==> src/rtl/cnsr_pkg.sv <==
`timescale 1ns / 1ps
// shared types and constants for the chord slot note reference counter
// no dependencies

package cnsr_pkg;

  localparam int unsigned NumSlots  = 7;
  localparam int unsigned MaxTones  = 6;
  localparam int unsigned NoteRange = 128;
  localparam int unsigned SnDepth   = NumSlots * MaxTones;

  localparam logic [1:0] OpPress  = 2'd0;
  localparam logic [1:0] OpRelease = 2'd1;
  localparam logic [1:0] OpAllOff = 2'd2;

  localparam logic [1:0] EvNone = 2'd0;
  localparam logic [1:0] EvOn   = 2'd1;
  localparam logic [1:0] EvOff  = 2'd2;

  localparam logic [1:0] RegOctave   = 2'd0;
  localparam logic [1:0] RegVelocity = 2'd1;
  localparam logic [1:0] RegChannel  = 2'd2;
  localparam logic [1:0] RegDegrees  = 2'd3;

  localparam logic [5:0] ClaimMax = 6'd63;

  typedef struct packed {
    logic signed [3:0] octave_shift;
    logic [6:0]        note_velocity;
    logic [4:0]        channel_number;
    logic [2:0]        degree_count;
  } cfg_t;

  typedef struct packed {
    logic [1:0] event_kind;
    logic [6:0] note_number;
    logic [6:0] event_velocity;
    logic [4:0] event_channel;
    logic [6:0] active_slots;
    logic       last_result;
  } result_t;

  typedef struct packed {
    logic    valid;
    result_t res;
  } push_t;

endpackage

==> src/rtl/cnsr_in_if.sv <==
`timescale 1ns / 1ps
// input and output channel interfaces
// uses no package

interface cnsr_in_if;
  logic              valid;
  logic              ready;
  logic [1:0]        opcode;
  logic [2:0]        slot;
  logic [3:0]        root_pitch_class;
  logic [2:0]        tone_count;
  logic signed [6:0] tone_offset_0;
  logic signed [6:0] tone_offset_1;
  logic signed [6:0] tone_offset_2;
  logic signed [6:0] tone_offset_3;
  logic signed [6:0] tone_offset_4;
  logic signed [6:0] tone_offset_5;
  modport source (output valid, opcode, slot, root_pitch_class, tone_count, tone_offset_0,
                  tone_offset_1, tone_offset_2, tone_offset_3, tone_offset_4,
                  tone_offset_5, input ready);
  modport sink (input valid, opcode, slot, root_pitch_class, tone_count, tone_offset_0,
                tone_offset_1, tone_offset_2, tone_offset_3, tone_offset_4,
                tone_offset_5, output ready);
endinterface

interface cnsr_out_if;
  logic       valid;
  logic       ready;
  logic [1:0] event_kind;
  logic [6:0] note_number;
  logic [6:0] event_velocity;
  logic [4:0] event_channel;
  logic [6:0] active_slots;
  logic       last_result;
  modport source (output valid, event_kind, note_number, event_velocity, event_channel,
                  active_slots, last_result, input ready);
  modport sink (input valid, event_kind, note_number, event_velocity, event_channel,
                active_slots, last_result, output ready);
endinterface

==> src/rtl/cnsr_seq.sv <==
`timescale 1ns / 1ps
// sequencer with the claim counter memory and the slot note memory
// depends on cnsr_pkg and cnsr_in_if

module cnsr_seq (
  input  logic              clk_i,
  input  logic              rst_ni,
  cnsr_in_if.sink           in_i,
  input  cnsr_pkg::cfg_t    cfg_i,
  input  logic              out_free_i,
  output cnsr_pkg::push_t   push_o
);

  localparam logic [3:0] S_CLR  = 4'd0;
  localparam logic [3:0] S_IDLE = 4'd1;
  localparam logic [3:0] S_DEC  = 4'd2;
  localparam logic [3:0] S_PRD  = 4'd3;
  localparam logic [3:0] S_PWR  = 4'd4;
  localparam logic [3:0] S_NRD  = 4'd5;
  localparam logic [3:0] S_RRD  = 4'd6;
  localparam logic [3:0] S_RWR  = 4'd7;
  localparam logic [3:0] S_SCAN = 4'd8;
  localparam logic [3:0] S_FIN  = 4'd9;

  logic [3:0] state_q, state_d;

  // memories
  logic [5:0] claim_mem [cnsr_pkg::NoteRange];
  logic [6:0] sn_mem [cnsr_pkg::SnDepth];
  logic       c_we, c_re, s_we, s_re;
  logic [6:0] c_wa, c_ra, s_wd;
  logic [5:0] c_wd, s_wa, s_ra;
  logic [5:0] crd_q;
  logic [6:0] srd_q;

  always_ff @(posedge clk_i) begin
    if (c_we) claim_mem[c_wa] <= c_wd;
    if (c_re) crd_q <= claim_mem[c_ra];
    if (s_we) sn_mem[s_wa] <= s_wd;
    if (s_re) srd_q <= sn_mem[s_ra];
  end

  // latched item
  logic [1:0]        op_q;
  logic [2:0]        slot_q;
  logic [2:0]        cnt_q, cnt_d;
  logic signed [9:0] root_q;
  logic signed [6:0] off_q [cnsr_pkg::MaxTones];
  logic [2:0]        i_q, i_d;
  logic [7:0]        a_q, a_d;
  logic              p_q, p_d;
  logic [6:0]        held_q, held_d;
  logic [2:0]        tc_q [cnsr_pkg::NumSlots];
  logic [2:0]        tc_d [cnsr_pkg::NumSlots];
  logic              cand_v_q, cand_v_d;
  logic [1:0]        cand_k_q, cand_k_d;
  logic [6:0]        cand_n_q, cand_n_d;

  // reference note and root placement
  logic signed [9:0] oct_w, ref_w, pc_adj, root_c;
  logic [3:0]        pc;
  assign pc     = in_i.root_pitch_class;
  assign oct_w  = {{6{cfg_i.octave_shift[3]}}, cfg_i.octave_shift};
  assign ref_w  = 10'sd60 + (oct_w <<< 3) + (oct_w <<< 2);
  assign pc_adj = (pc <= 4'd6) ? $signed({6'd0, pc}) : $signed({6'd0, pc}) - 10'sd12;
  assign root_c = ref_w + pc_adj;

  logic signed [9:0] sum_c;
  logic [6:0]        note_c;
  always_comb begin
    sum_c = root_q + {{3{off_q[i_q][6]}}, off_q[i_q]};
    if (sum_c < 10'sd0)        note_c = 7'd0;
    else if (sum_c > 10'sd127) note_c = 7'd127;
    else                       note_c = sum_c[6:0];
  end

  logic [5:0] sn_base;
  assign sn_base = ({3'd0, slot_q} << 2) + ({3'd0, slot_q} << 1);

  logic [6:0] vel_c;
  logic [4:0] ch_c;
  assign vel_c = (cfg_i.note_velocity == 7'd0) ? 7'd1 : cfg_i.note_velocity;
  always_comb begin
    if (cfg_i.channel_number == 5'd0)      ch_c = 5'd1;
    else if (cfg_i.channel_number > 5'd16) ch_c = 5'd16;
    else                                   ch_c = cfg_i.channel_number;
  end

  logic [6:0] mask_c;
  always_comb begin
    for (int s = 0; s < cnsr_pkg::NumSlots; s++) mask_c[s] = (tc_q[s] != 3'd0);
  end

  logic       slot_ok;
  assign slot_ok = ({29'd0, slot_q} < cnsr_pkg::NumSlots);

  logic [2:0] cnt_in;
  assign cnt_in = (in_i.tone_count > 3'd6) ? 3'd6 : in_i.tone_count;

  // event found in the current step
  logic       have_ev, blocked;
  logic [1:0] ev_k;
  logic [6:0] ev_n;
  logic [5:0] dec_c;
  assign dec_c = (crd_q == 6'd0) ? 6'd0 : crd_q - 6'd1;

  always_comb begin
    have_ev = 1'b0;
    ev_k    = cnsr_pkg::EvNone;
    ev_n    = 7'd0;
    unique case (state_q)
      S_PWR: begin
        have_ev = (crd_q == 6'd0);
        ev_k    = cnsr_pkg::EvOn;
        ev_n    = note_c;
      end
      S_RWR: begin
        have_ev = (dec_c == 6'd0);
        ev_k    = cnsr_pkg::EvOff;
        ev_n    = srd_q;
      end
      S_SCAN: begin
        have_ev = p_q && (crd_q != 6'd0);
        ev_k    = cnsr_pkg::EvOff;
        ev_n    = a_q[6:0] - 7'd1;
      end
      default: ;
    endcase
  end
  assign blocked = have_ev && cand_v_q && !out_free_i;

  always_comb begin
    state_d  = state_q;
    cnt_d    = cnt_q;
    i_d      = i_q;
    a_d      = a_q;
    p_d      = p_q;
    held_d   = held_q;
    tc_d     = tc_q;
    cand_v_d = cand_v_q;
    cand_k_d = cand_k_q;
    cand_n_d = cand_n_q;
    c_we = 1'b0; c_wa = 7'd0; c_wd = 6'd0;
    c_re = 1'b0; c_ra = 7'd0;
    s_we = 1'b0; s_wa = 6'd0; s_wd = 7'd0;
    s_re = 1'b0; s_ra = 6'd0;
    push_o = '0;
    in_i.ready = (state_q == S_IDLE);

    // candidate holds the newest event so the final one can be flagged
    if (have_ev && !blocked) begin
      if (cand_v_q) begin
        push_o.valid = 1'b1;
        push_o.res   = '{cand_k_q, cand_n_q, (cand_k_q == cnsr_pkg::EvOn) ? vel_c : 7'd0,
                         (op_q == cnsr_pkg::OpAllOff) ? 5'd1 : ch_c, mask_c, 1'b0};
      end
      cand_v_d = 1'b1;
      cand_k_d = ev_k;
      cand_n_d = ev_n;
    end

    unique case (state_q)
      S_CLR: begin
        c_we = 1'b1;
        c_wa = a_q[6:0];
        a_d  = a_q + 8'd1;
        if (a_q[6:0] == 7'd127) state_d = S_IDLE;
      end
      S_IDLE: begin
        if (in_i.valid) begin
          cnt_d   = cnt_in;
          i_d     = 3'd0;
          state_d = S_DEC;
        end
      end
      S_DEC: begin
        state_d = S_FIN;
        if (op_q == cnsr_pkg::OpPress && slot_ok && !held_q[slot_q]) begin
          held_d[slot_q] = 1'b1;
          if (slot_q < cfg_i.degree_count) begin
            tc_d[slot_q] = cnt_q;
            if (cnt_q != 3'd0) state_d = S_PRD;
          end
        end else if (op_q == cnsr_pkg::OpRelease && slot_ok && held_q[slot_q]) begin
          held_d[slot_q] = 1'b0;
          cnt_d          = tc_q[slot_q];
          tc_d[slot_q]   = 3'd0;
          if (tc_q[slot_q] != 3'd0) state_d = S_NRD;
        end else if (op_q == cnsr_pkg::OpAllOff) begin
          held_d = 7'd0;
          for (int s = 0; s < cnsr_pkg::NumSlots; s++) tc_d[s] = 3'd0;
          a_d     = 8'd0;
          p_d     = 1'b0;
          state_d = S_SCAN;
        end
      end
      S_PRD: begin
        c_re    = 1'b1;
        c_ra    = note_c;
        state_d = S_PWR;
      end
      S_PWR: begin
        if (!blocked) begin
          c_we = 1'b1;
          c_wa = note_c;
          c_wd = (crd_q == cnsr_pkg::ClaimMax) ? crd_q : crd_q + 6'd1;
          s_we = 1'b1;
          s_wa = sn_base + {3'd0, i_q};
          s_wd = note_c;
          i_d  = i_q + 3'd1;
          state_d = (i_q + 3'd1 == cnt_q) ? S_FIN : S_PRD;
        end
      end
      S_NRD: begin
        s_re    = 1'b1;
        s_ra    = sn_base + {3'd0, i_q};
        state_d = S_RRD;
      end
      S_RRD: begin
        c_re    = 1'b1;
        c_ra    = srd_q;
        state_d = S_RWR;
      end
      S_RWR: begin
        if (!blocked) begin
          c_we = 1'b1;
          c_wa = srd_q;
          c_wd = dec_c;
          i_d  = i_q + 3'd1;
          state_d = (i_q + 3'd1 == cnt_q) ? S_FIN : S_NRD;
        end
      end
      S_SCAN: begin
        // read runs one address ahead of the clearing write
        if (!blocked) begin
          if (p_q) begin
            c_we = 1'b1;
            c_wa = a_q[6:0] - 7'd1;
          end
          if (a_q[7]) begin
            p_d     = 1'b0;
            state_d = S_FIN;
          end else begin
            c_re = 1'b1;
            c_ra = a_q[6:0];
            a_d  = a_q + 8'd1;
            p_d  = 1'b1;
          end
        end
      end
      S_FIN: begin
        if (out_free_i) begin
          push_o.valid = 1'b1;
          if (cand_v_q) begin
            push_o.res = '{cand_k_q, cand_n_q, (cand_k_q == cnsr_pkg::EvOn) ? vel_c : 7'd0,
                           (op_q == cnsr_pkg::OpAllOff) ? 5'd1 : ch_c, mask_c, 1'b1};
          end else begin
            push_o.res = '{cnsr_pkg::EvNone, 7'd0, 7'd0, 5'd1, mask_c, 1'b1};
          end
          cand_v_d = 1'b0;
          state_d  = S_IDLE;
        end
      end
      default: state_d = S_IDLE;
    endcase
  end

  always_ff @(posedge clk_i or negedge rst_ni) begin
    if (!rst_ni) begin
      state_q  <= S_CLR;
      a_q      <= 8'd0;
      p_q      <= 1'b0;
      held_q   <= 7'd0;
      cand_v_q <= 1'b0;
      i_q      <= 3'd0;
      cnt_q    <= 3'd0;
      for (int s = 0; s < cnsr_pkg::NumSlots; s++) tc_q[s] <= 3'd0;
    end else begin
      state_q  <= state_d;
      a_q      <= a_d;
      p_q      <= p_d;
      held_q   <= held_d;
      cand_v_q <= cand_v_d;
      i_q      <= i_d;
      cnt_q    <= cnt_d;
      tc_q     <= tc_d;
    end
  end

  always_ff @(posedge clk_i) begin
    cand_k_q <= cand_k_d;
    cand_n_q <= cand_n_d;
    if (in_i.valid && in_i.ready) begin
      op_q     <= in_i.opcode;
      slot_q   <= in_i.slot;
      root_q   <= root_c;
      off_q[0] <= in_i.tone_offset_0;
      off_q[1] <= in_i.tone_offset_1;
      off_q[2] <= in_i.tone_offset_2;
      off_q[3] <= in_i.tone_offset_3;
      off_q[4] <= in_i.tone_offset_4;
      off_q[5] <= in_i.tone_offset_5;
    end
  end

endmodule

==> src/rtl/cnsr_out.sv <==
`timescale 1ns / 1ps
// output register between the sequencer and the result channel
// depends on cnsr_pkg and cnsr_out_if

module cnsr_out (
  input  logic            clk_i,
  input  logic            rst_ni,
  input  cnsr_pkg::push_t push_i,
  output logic            free_o,
  cnsr_out_if.source      out_o
);

  logic              v_q;
  cnsr_pkg::result_t r_q;

  assign free_o = !v_q || out_o.ready;

  always_ff @(posedge clk_i or negedge rst_ni) begin
    if (!rst_ni) begin
      v_q <= 1'b0;
    end else if (push_i.valid) begin
      v_q <= 1'b1;
    end else if (out_o.ready) begin
      v_q <= 1'b0;
    end
  end

  always_ff @(posedge clk_i) begin
    if (push_i.valid) r_q <= push_i.res;
  end

  assign out_o.valid          = v_q;
  assign out_o.event_kind     = r_q.event_kind;
  assign out_o.note_number    = r_q.note_number;
  assign out_o.event_velocity = r_q.event_velocity;
  assign out_o.event_channel  = r_q.event_channel;
  assign out_o.active_slots   = r_q.active_slots;
  assign out_o.last_result    = r_q.last_result;

endmodule

==> src/rtl/chord_slot_note_refcounter_top.sv <==
`timescale 1ns / 1ps
// chord slot note reference counter, top level with configuration registers
// depends on cnsr_pkg, the channel interfaces, cnsr_seq and cnsr_out
//
// usage: one beat on in_i is one chord slot event (press, release, all off).
// each event yields one or more result beats on out_o; the final one has
// last_result set. events with no note change give one empty result.
// configuration is written on cfg_we_i / cfg_idx_i / cfg_data_i while idle.
// a press reads, then writes, the claim counter of each tone; a release reads the
// slot note memory, then the claim counter, then writes it, for each tone;
// all notes off sweeps the claim counter memory over all 128 notes.
// a new event is taken only after the previous one has pushed its last beat.
// after reset the claim memory is swept to zero over all 128 notes, in_i.ready
// stays low during that pass.
// a stalled receiver holds the output register; the sequencer then waits
// on the next result it has to hand over.

module chord_slot_note_refcounter_top (
  input  logic       clk_i,
  input  logic       rst_ni,
  cnsr_in_if.sink    in_i,
  cnsr_out_if.source out_o,
  input  logic       cfg_we_i,
  input  logic [1:0] cfg_idx_i,
  input  logic [6:0] cfg_data_i
);

  cnsr_pkg::cfg_t  cfg_q;
  cnsr_pkg::push_t push;
  logic            out_free;

  always_ff @(posedge clk_i or negedge rst_ni) begin
    if (!rst_ni) begin
      cfg_q.octave_shift   <= 4'sd0;
      cfg_q.note_velocity  <= 7'd100;
      cfg_q.channel_number <= 5'd1;
      cfg_q.degree_count   <= 3'd7;
    end else if (cfg_we_i) begin
      unique case (cfg_idx_i)
        cnsr_pkg::RegOctave:   cfg_q.octave_shift   <= cfg_data_i[3:0];
        cnsr_pkg::RegVelocity: cfg_q.note_velocity  <= cfg_data_i;
        cnsr_pkg::RegChannel:  cfg_q.channel_number <= cfg_data_i[4:0];
        cnsr_pkg::RegDegrees:  cfg_q.degree_count   <= cfg_data_i[2:0];
        default: ;
      endcase
    end
  end

  cnsr_seq u_seq (
    .clk_i      (clk_i),
    .rst_ni     (rst_ni),
    .in_i       (in_i),
    .cfg_i      (cfg_q),
    .out_free_i (out_free),
    .push_o     (push)
  );

  cnsr_out u_out (
    .clk_i  (clk_i),
    .rst_ni (rst_ni),
    .push_i (push),
    .free_o (out_free),
    .out_o  (out_o)
  );

endmodule

==> src/flat_wrapper.sv <==
// flat-port wrapper written by rule: the top's interface ports become plain ports
module chord_slot_note_refcounter_top_flat 
  (clk_i, rst_ni, cfg_we_i, cfg_idx_i, cfg_data_i, in_i_valid, in_i_opcode, in_i_slot, in_i_root_pitch_class, in_i_tone_count, in_i_tone_offset_0, in_i_tone_offset_1, in_i_tone_offset_2, in_i_tone_offset_3, in_i_tone_offset_4, in_i_tone_offset_5, in_i_ready, out_o_valid, out_o_event_kind, out_o_note_number, out_o_event_velocity, out_o_event_channel, out_o_active_slots, out_o_last_result, out_o_ready);
  cnsr_in_if in_i_i ();
  cnsr_out_if out_o_i ();
  input  logic clk_i;
  input  logic rst_ni;
  input  logic cfg_we_i;
  input  logic [1:0] cfg_idx_i;
  input  logic [6:0] cfg_data_i;
  input wire logic [$bits(in_i_i.valid)-1:0] in_i_valid;
  input wire logic [$bits(in_i_i.opcode)-1:0] in_i_opcode;
  input wire logic [$bits(in_i_i.slot)-1:0] in_i_slot;
  input wire logic [$bits(in_i_i.root_pitch_class)-1:0] in_i_root_pitch_class;
  input wire logic [$bits(in_i_i.tone_count)-1:0] in_i_tone_count;
  input wire logic [$bits(in_i_i.tone_offset_0)-1:0] in_i_tone_offset_0;
  input wire logic [$bits(in_i_i.tone_offset_1)-1:0] in_i_tone_offset_1;
  input wire logic [$bits(in_i_i.tone_offset_2)-1:0] in_i_tone_offset_2;
  input wire logic [$bits(in_i_i.tone_offset_3)-1:0] in_i_tone_offset_3;
  input wire logic [$bits(in_i_i.tone_offset_4)-1:0] in_i_tone_offset_4;
  input wire logic [$bits(in_i_i.tone_offset_5)-1:0] in_i_tone_offset_5;
  output wire logic [$bits(in_i_i.ready)-1:0] in_i_ready;
  output wire logic [$bits(out_o_i.valid)-1:0] out_o_valid;
  output wire logic [$bits(out_o_i.event_kind)-1:0] out_o_event_kind;
  output wire logic [$bits(out_o_i.note_number)-1:0] out_o_note_number;
  output wire logic [$bits(out_o_i.event_velocity)-1:0] out_o_event_velocity;
  output wire logic [$bits(out_o_i.event_channel)-1:0] out_o_event_channel;
  output wire logic [$bits(out_o_i.active_slots)-1:0] out_o_active_slots;
  output wire logic [$bits(out_o_i.last_result)-1:0] out_o_last_result;
  input wire logic [$bits(out_o_i.ready)-1:0] out_o_ready;
  assign in_i_i.valid = in_i_valid;
  assign in_i_i.opcode = in_i_opcode;
  assign in_i_i.slot = in_i_slot;
  assign in_i_i.root_pitch_class = in_i_root_pitch_class;
  assign in_i_i.tone_count = in_i_tone_count;
  assign in_i_i.tone_offset_0 = in_i_tone_offset_0;
  assign in_i_i.tone_offset_1 = in_i_tone_offset_1;
  assign in_i_i.tone_offset_2 = in_i_tone_offset_2;
  assign in_i_i.tone_offset_3 = in_i_tone_offset_3;
  assign in_i_i.tone_offset_4 = in_i_tone_offset_4;
  assign in_i_i.tone_offset_5 = in_i_tone_offset_5;
  assign in_i_ready = in_i_i.ready;
  assign out_o_valid = out_o_i.valid;
  assign out_o_event_kind = out_o_i.event_kind;
  assign out_o_note_number = out_o_i.note_number;
  assign out_o_event_velocity = out_o_i.event_velocity;
  assign out_o_event_channel = out_o_i.event_channel;
  assign out_o_active_slots = out_o_i.active_slots;
  assign out_o_last_result = out_o_i.last_result;
  assign out_o_i.ready = out_o_ready;
  chord_slot_note_refcounter_top u_core (.clk_i(clk_i), .rst_ni(rst_ni), .in_i(in_i_i), .out_o(out_o_i), .cfg_we_i(cfg_we_i), .cfg_idx_i(cfg_idx_i), .cfg_data_i(cfg_data_i));
endmodule
==> config.mk <==
export PLATFORM = sky130hd
export DESIGN_NAME = chord_slot_note_refcounter_top_flat
export DESIGN_NICKNAME = d
export VERILOG_FILES = /design/src/rtl/cnsr_pkg.sv /design/src/rtl/cnsr_in_if.sv /design/src/rtl/cnsr_seq.sv /design/src/rtl/cnsr_out.sv /design/src/rtl/chord_slot_note_refcounter_top.sv /design/src/flat_wrapper.sv
export SDC_FILE = /design/constraint.sdc
export NUM_CORES = 2
export LEC_CHECK = 0
export BUFFER_PORTS_ARGS = -buffer_cell sky130_fd_sc_hd__buf_4
export CAP_MARGIN = 20
export CORE_UTILIZATION = 45
export CTS_CLUSTER_DIAMETER = 150
export DETAILED_ROUTE_END_ITERATION = 8
export PLACE_DENSITY = 0.68
export SYNTH_ARGS = -nofsm -noshare
export SYNTH_HDL_FRONTEND = slang
export SYNTH_HIERARCHICAL = 1
export SYNTH_SLANG_ARGS = --single-unit
==> constraint.sdc <==
create_clock -name clk_i -period 7.77 [get_ports clk_i]
set_input_delay 0.777 -clock clk_i [delete_from_list [all_inputs] [get_ports clk_i]]
set_output_delay 0.777 -clock clk_i [all_outputs]
set_load 0.01 [all_outputs]
# Word level (Yosys, flattened, before mapping)
# Memory sizes are Yosys's and may differ from the RTL's. A register that Yosys moved wholly into a read port is not among the register bits.
# Index checks and enable logic that the tools add are counted.
[totals]
reg_bits = 121
latch_bits = 0
ram_bits = 1104
mem_bits_ro = 0
input_bits = 68
out_inout_bits = 31
elab_cells = 254
mem_count = 3
[memory_table]
columns = ["name", "words", "word_bits", "read_ports", "rd_clocked_by_memory_dff", "wr", "line_no", "source"]
rows = [
  ["u_core.u_seq.claim_mem", 128, 6, 1, 1, 1, "cnsr_seq.sv:28", "logic [5:0] claim_mem [cnsr_pkg::NoteRange];"],
  ["u_core.u_seq.sn_mem", 42, 7, 1, 1, 1, "cnsr_seq.sv:29", "logic [6:0] sn_mem [cnsr_pkg::SnDepth];"],
  ["u_core.u_seq.off_q", 6, 7, 1, 0, 6, "cnsr_seq.sv:48", "logic signed [6:0] off_q [cnsr_pkg::MaxTones];"],
]
[classes]
n_addsub = 12
mul = 0
div_mod_pow = 0
magnitude_cmp = 11
n_eq_ne = 32
n_shift = 0
mux = 105
bitwise_logic = 6
reduce_logical = 54
[ops]
columns = ["cell", "n"]
rows = [
  ["two-way mux 30 bit", 4],
  ["two-way mux 7 bit", 14],
  ["two-way mux 21 bit", 4],
  ["two-way mux 4 bit", 14],
  ["two-way mux 6 bit", 7],
  ["one-hot mux 7 bit (3 select lines)", 2],
  ["two-way mux 8 bit", 5],
  ["one-hot mux 4 bit (10 select lines)", 1],
  ["nonzero test 3 bit", 11],
  ["two-way mux 29 bit", 1],
  ["one-hot mux 7 bit (4 select lines)", 1],
  ["two-way mux 3 bit", 9],
  ["!= test 2 bit (second input constant)", 13],
  ["two-way mux 1 bit", 25],
  ["one-hot mux 8 bit (3 select lines)", 1],
  ["bitwise AND 21 bit", 1],
  ["bitwise mux 21 bit", 1],
  ["inverter 21 bit", 1],
  ["== test 4 x 3 -> 1 bit (second input constant)", 4],
  ["two-way mux 5 bit", 3],
  ["zero test 6 bit", 2],
  ["one-hot mux 3 bit (2 select lines)", 2],
  ["one-hot mux 6 bit (2 select lines)", 1],
  ["logical AND 1 bit", 11],
  ["other kinds (59)", 82],
]

# Depth between registers and ports, before layout
[depth]
depth_word = 12
ltp_mapped = 26

# By module
# The synthesis kept the hierarchy.
[by_module_without_submodules]
columns = ["mod", "instances", "cells_each", "area_each_um2", "seq_area_each_um2"]
rows = [
  ["cnsr_seq", 1, 4096, 51079.0, 35464.0],
  ["cnsr_out", 1, 32, 918.4, 895.9],
  ["chord_slot_note_refcounter_top", 1, 42, 740.7, 484.2],
]

# Least setup slack after synthesis
# OpenSTA, ideal clock, no wires.
[synth_timing]
path_kind = "input to register"
startpoint = "input out_o_ready"
endpoint = "memory u_core.u_seq.claim_mem[0][4], data pin"
t_arrival_ps = 7385
t_required_ps = 6544
path_slack_ps = -841
path_stages = 8
path_buffers = 1
path_cell_list = "nand2b_4 nand2b_1 a31oi_1 and4_1 nor2_1 nand2_1 clkbuf_1 o31ai_1"
[synth_between]
elab_chain_cells = 5
elab_cells_between_ends = 6
[synth_rtl]
columns = ["element", "line_no", "source"]
rows = [
  ["from (decl)", "flat_wrapper.sv:30", "input wire logic [$bits(out_o_i.ready)-1:0] out_o_ready;"],
  ["logical OR 1 bit *", "cnsr_out.sv:16", "assign free_o = !v_q || out_o.ready;"],
  ["zero test 1 bit *", "cnsr_seq.sv:130", "assign blocked = have_ev && cand_v_q && !out_free_i;"],
  ["logical AND 1 bit *", "cnsr_seq.sv:130", ""],
  ["two-way mux 6 bit (on tied branches)", "cnsr_seq.sv:225, cnsr_seq.sv:203", ""],
  ["one-hot mux 6 bit (2 select lines) *", "cnsr_seq.sv:162", "unique case (state_q)"],
  ["named net u_core.u_seq.c_wd[4]", "cnsr_seq.sv:32", "logic [5:0] c_wd, s_wa, s_ra;"],
  ["to (decl)", "cnsr_seq.sv:28", ""],
]
# The timed path passes the listed nets; every way through them passes the cells marked *.

# Final worst setup path
[layout_timing]
startpoint = "register u_core.u_seq.i_q[0]"
endpoint = "register u_core.u_seq.crd_q[2], read port of u_core.u_seq.claim_mem, data pin"
[layout_between]
elab_chain_cells = 6
elab_cells_between_ends = 7
[layout_rtl]
columns = ["element", "line_no", "source"]
rows = [
  ["from (decl)", "cnsr_seq.sv:49", "logic [2:0] i_q, i_d;"],
  ["from (signal assigned)", "cnsr_seq.sv:284", "i_q <= i_d;"],
  ["memory read (6 x 7 bit) *", "--", ""],
  ["adder 10 bit *", "cnsr_seq.sv:71", "sum_c = root_q + {{3{off_q[i_q][6]}}, off_q[i_q]};"],
  ["greater-than comparator 10 x 8 -> 1 bit", "cnsr_seq.sv:73", "else if (sum_c > 10'sd127) note_c = 7'd127;"],
  ["two-way mux 7 bit", "cnsr_seq.sv:73", ""],
  ["two-way mux 7 bit *", "cnsr_seq.sv:72", "if (sum_c < 10'sd0) note_c = 7'd0;"],
  ["one-hot mux 7 bit (3 select lines) *", "cnsr_seq.sv:162", ""],
  ["to (decl)", "cnsr_seq.sv:33", "logic [5:0] crd_q;"],
]
# Every way passes the cells marked *; elsewhere a longest branch is shown, timed or not.
# A chain may end at the register's enable or synchronous reset.

==> results.json <==
{
  "arrival_ns": 7.11,
  "htreeDepth": 3,
  "grt-ovfl-total": 0,
  "finalSetupViolCount": 0,
  "post_route_cells_drive_above_1_share_pct": 11.4,
  "grt_setup_unrepaired": "false",
  "clock_sinks": 1238,
  "post_drt_wl_per_cell_um": 23.9,
  "status": "finished clean",
  "gr-max-usage-layer": "met2",
  "finalNonFillerCells": 5850,
  "nFillCells": 9740,
  "cts_tree": "built",
  "drc_errors": 0,
  "vias_per_cell": 5.96,
  "cts_setup_buffers": 0,
  "register_area_um2": 36800,
  "clk_pin_slew_ns": 0.06,
  "netlist_area_um2": 52700,
  "syn-instance-count": 4170,
  "coreArea_um2": 116000,
  "drv_cap": 0,
  "power_density_nw_per_um2": 360,
  "clkPwrFrac_pct": 27.5,
  "start_util_pct": 45.4,
  "dp_hpwl_um": 87100,
  "syn-num-nets": 4281,
  "synth_ff_type": "edfxtp_1",
  "path_class": "reg -> reg",
  "synth_edf_count": 1170,
  "cts_resized": 0,
  "yosysSeqAreaShare_pct": 69.9,
  "place.gp.congestion": 0.969,
  "worstPathRequired_ns": 8.22,
  "ys_warn_count": 6,
  "clkLatencyLatePin_ns": 0.74,
  "grt_pass1_vias": 33254,
  "endpoint_kind": "register",
  "clockRootBuffer": "clkbuf_16",
  "seqPwrFrac_pct": 40.1,
  "grt_first_pass_wirelength_um": 209000,
  "multi_input_area_um2": 14800,
  "nets": 4341,
  "synthArstFlopShare_pct": 5.49,
  "timing.hold.worst.class": "in -> async",
  "pwr-share-comb_pct": 32.5,
  "r2r-start": "u_core/u_seq/i_q[0]",
  "ys_ff_latch": 1238,
  "vias": 34860,
  "crit_start": "u_core/u_seq/i_q[0]",
  "period_needed_ns": 6.66,
  "dieArea_um2": 119000,
  "r2r_slack_ns": 1.11,
  "die_h_um": 344,
  "switchingPower_mw": 7.73,
  "cts_buffer_depth": 3,
  "grt_use_met1_pct": 31.8,
  "maxSlewViolCount": 0,
  "hold_viol_final": 0,
  "drtIter0Drc": 4400,
  "clock_skew_ns": 0.0518,
  "swShare_pct": 36.2,
  "timing.rr.end": "u_core/u_seq/crd_q[2]",
  "die_w_um": 344,
  "firstDrtPassIters": 8,
  "irDropWorstVdd_v": 0.000273,
  "start_kind": "register",
  "synth_cell_type_count": 89,
  "finalSetupTns_ns": 0,
  "ant_nets": 0,
  "tightestPinTransition_ns": 1.17,
  "leakage_nw": 20.6,
  "gr-usage-met3_pct": 4.66,
  "n_antenna_cell": 0,
  "worst-path-max-fanout": 68,
  "finalCritPeriodShare_pct": 85.7,
  "track_usage_pct": 23.4,
  "io_buffers": 98,
  "antenna_found_initial": 2,
  "grt_use_met2_pct": 37.3,
  "place_inst": 5630,
  "cts_hold_buf": 0,
  "synth.avg_cell_area_um2": 12.6,
  "drt_wl_total_um": 140000,
  "grt_max_degree": 141,
  "relSlewSlack_pct": 22.0,
  "ff2ff_path_depth": 17,
  "timing.fmax_mhz": 150,
  "io_pins": 99,
  "p_int_mw": 13.6,
  "cts_buffers": 120,
  "rows": 125,
  "syn_to_final_growth_pct": 12.3
}
[stage by stage]
step / setup slack (ns) / power (mW) / utilization (%) / hold WS [ns] / instance area (um^2)
after detailed placement: 1.20 / 15.4 / 47.5 / 0.496 / 55200
after floorplan: 0.866 / 12.9 / - / 0.465 / 52700
after global routing: 0.878 / 22.1 / 51.0 / 0.202 / 59200
final: 1.11 / 21.3 / 51.0 / 0.203 / 59200
after global placement: 1.13 / 15.4 / 47.5 / 0.491 / 55200
after CTS: 1.21 / 21.3 / 50.9 / 0.188 / 59200
[worst max path at each step]
| stage | endpoint | slack (ns) | depth (start not counted) |
|---|---|---|---|
| after CTS | u_core/u_seq/crd_q[2] | 1.21 | 17 |
| after detailed placement | u_core/u_seq/crd_q[5] | 1.20 | 16 |
| after floorplan | u_core/u_seq/claim_mem[127][0] | 0.87 | 22 |
| after global routing | u_core/u_seq/crd_q[3] | 0.88 | 15 |
| final | u_core/u_seq/crd_q[2] | 1.11 | 17 |
| after global placement | u_core/u_seq/claim_mem[120][2] | 1.13 | 17 |
[metal layers]
layer / vias to the layer above / part of all wire, % / wire length [um]
li1: 15507 / - / -
met1: 17198 / 40 / 55700
met2: 1831 / 47 / 65700
met3: 320 / 9.6 / 13400
met4: 4 / 3.8 / 5320
met5: - / 0.018 / 25
[synthesized netlist by cell type (all sizes together) (45+ instances only)]
master / instances / area [um^2]
a211oi: 45 / 343
a21oi: 111 / 563
a31oi: 67 / 419
and2: 52 / 325
buf: 137 / 733
clkbuf: 107 / 402
dfrtp: 61 / 1530
edfxtp: 1170 / 35100
inv: 45 / 169
mux2i: 81 / 823
nand2: 916 / 3440
nand3: 371 / 1860
nor2: 336 / 1270
o211ai: 50 / 375
o21ai: 156 / 781
[critical path, cell delays in order (launching register included)]
cell       delay (ns)
dfrtp_4          0.58
buf_4            0.47
mux4_2           0.56
nor2_1           0.12
a21oi_1          0.08
ha_1             0.39
and4_1           0.23
a211o_1          0.31
nor3_1           0.22
o211ai_1         0.24
a21o_1           0.32
a21o_4           0.52
nor2_2           0.88
buf_4            0.30
a32oi_1          0.07
a41o_1           0.24
nor4_1           0.70
a2bb2oi_1        0.12
[power by group through the flow]
stage	sequential [mW]	combinational, mW	clock, mW
after floorplan	8.60	4.29	0
final	8.55	6.93	5.86
after CTS	8.54	6.79	5.94
after global placement	8.67	6.70	0
after global routing	8.58	7.35	6.16
after detailed placement	8.68	6.76	0
[placed cells by master, fill, tap and decap left out, drive strengths merged, types with 50 or more instances in the layout]
cell / count
dfrtp: 61
mux2i: 81
buf: 182
a31oi: 67
nor2: 336
o211ai: 50
nand2: 916
a21oi: 111
o21ai: 156
edfxtp: 1170
nand3: 371
clkbuf: 145
and2: 52
inv: 50
[sequential cells by signal, indices dropped and copies added, names as in the netlist, 2 cells and up]
signal / flops
u_core/u_seq/sn_mem: 294
u_core/u_out/out_o.active_slots: 7
u_core/u_seq/a_q: 8
u_core/u_seq/cnt_q: 3
u_core/u_seq/off_q: 42
u_core/u_seq/slot_q: 3
u_core/cfg_q: 19
u_core/u_seq/cand_n_q: 7
u_core/u_seq/cand_k_q: 2
u_core/u_seq/i_q: 3
u_core/u_seq/root_q: 10
u_core/u_seq/state_q: 4
u_core/u_out/out_o.event_channel: 5
u_core/u_seq/tc_q: 21
u_core/u_out/out_o.event_kind: 2
u_core/u_seq/op_q: 2
u_core/u_out/out_o.note_number: 7
u_core/u_out/out_o.event_velocity: 7
u_core/u_seq/srd_q: 7
u_core/u_seq/held_q: 7
u_core/u_seq/claim_mem: 768
u_core/u_seq/crd_q: 6
[cells by family after synthesis]
kind of cell	count (synthesis)	share of synthesized area, %
adder cells (fa/ha/maj)	43	1.12
multiplexers	143	3.61
AO/OA/AOI/OAI	590	7.37
AND/OR/NAND/NOR	1843	15.2
buffers and inverters	290	2.48
XOR/XNOR	23	0.382
flip-flops	1238	69.9
[area by class of cell]
type,instances,area share [%]
Clock buffer,145,5.30
Sequential cell,1238,62.2
Timing Repair Buffer,182,2.66
Tap cell,1524,3.22
Clock inverter,73,1.37
Multi-Input combinational cell,2642,25.0
Inverter,46,0.291
(Power assumes the default switching activity.)
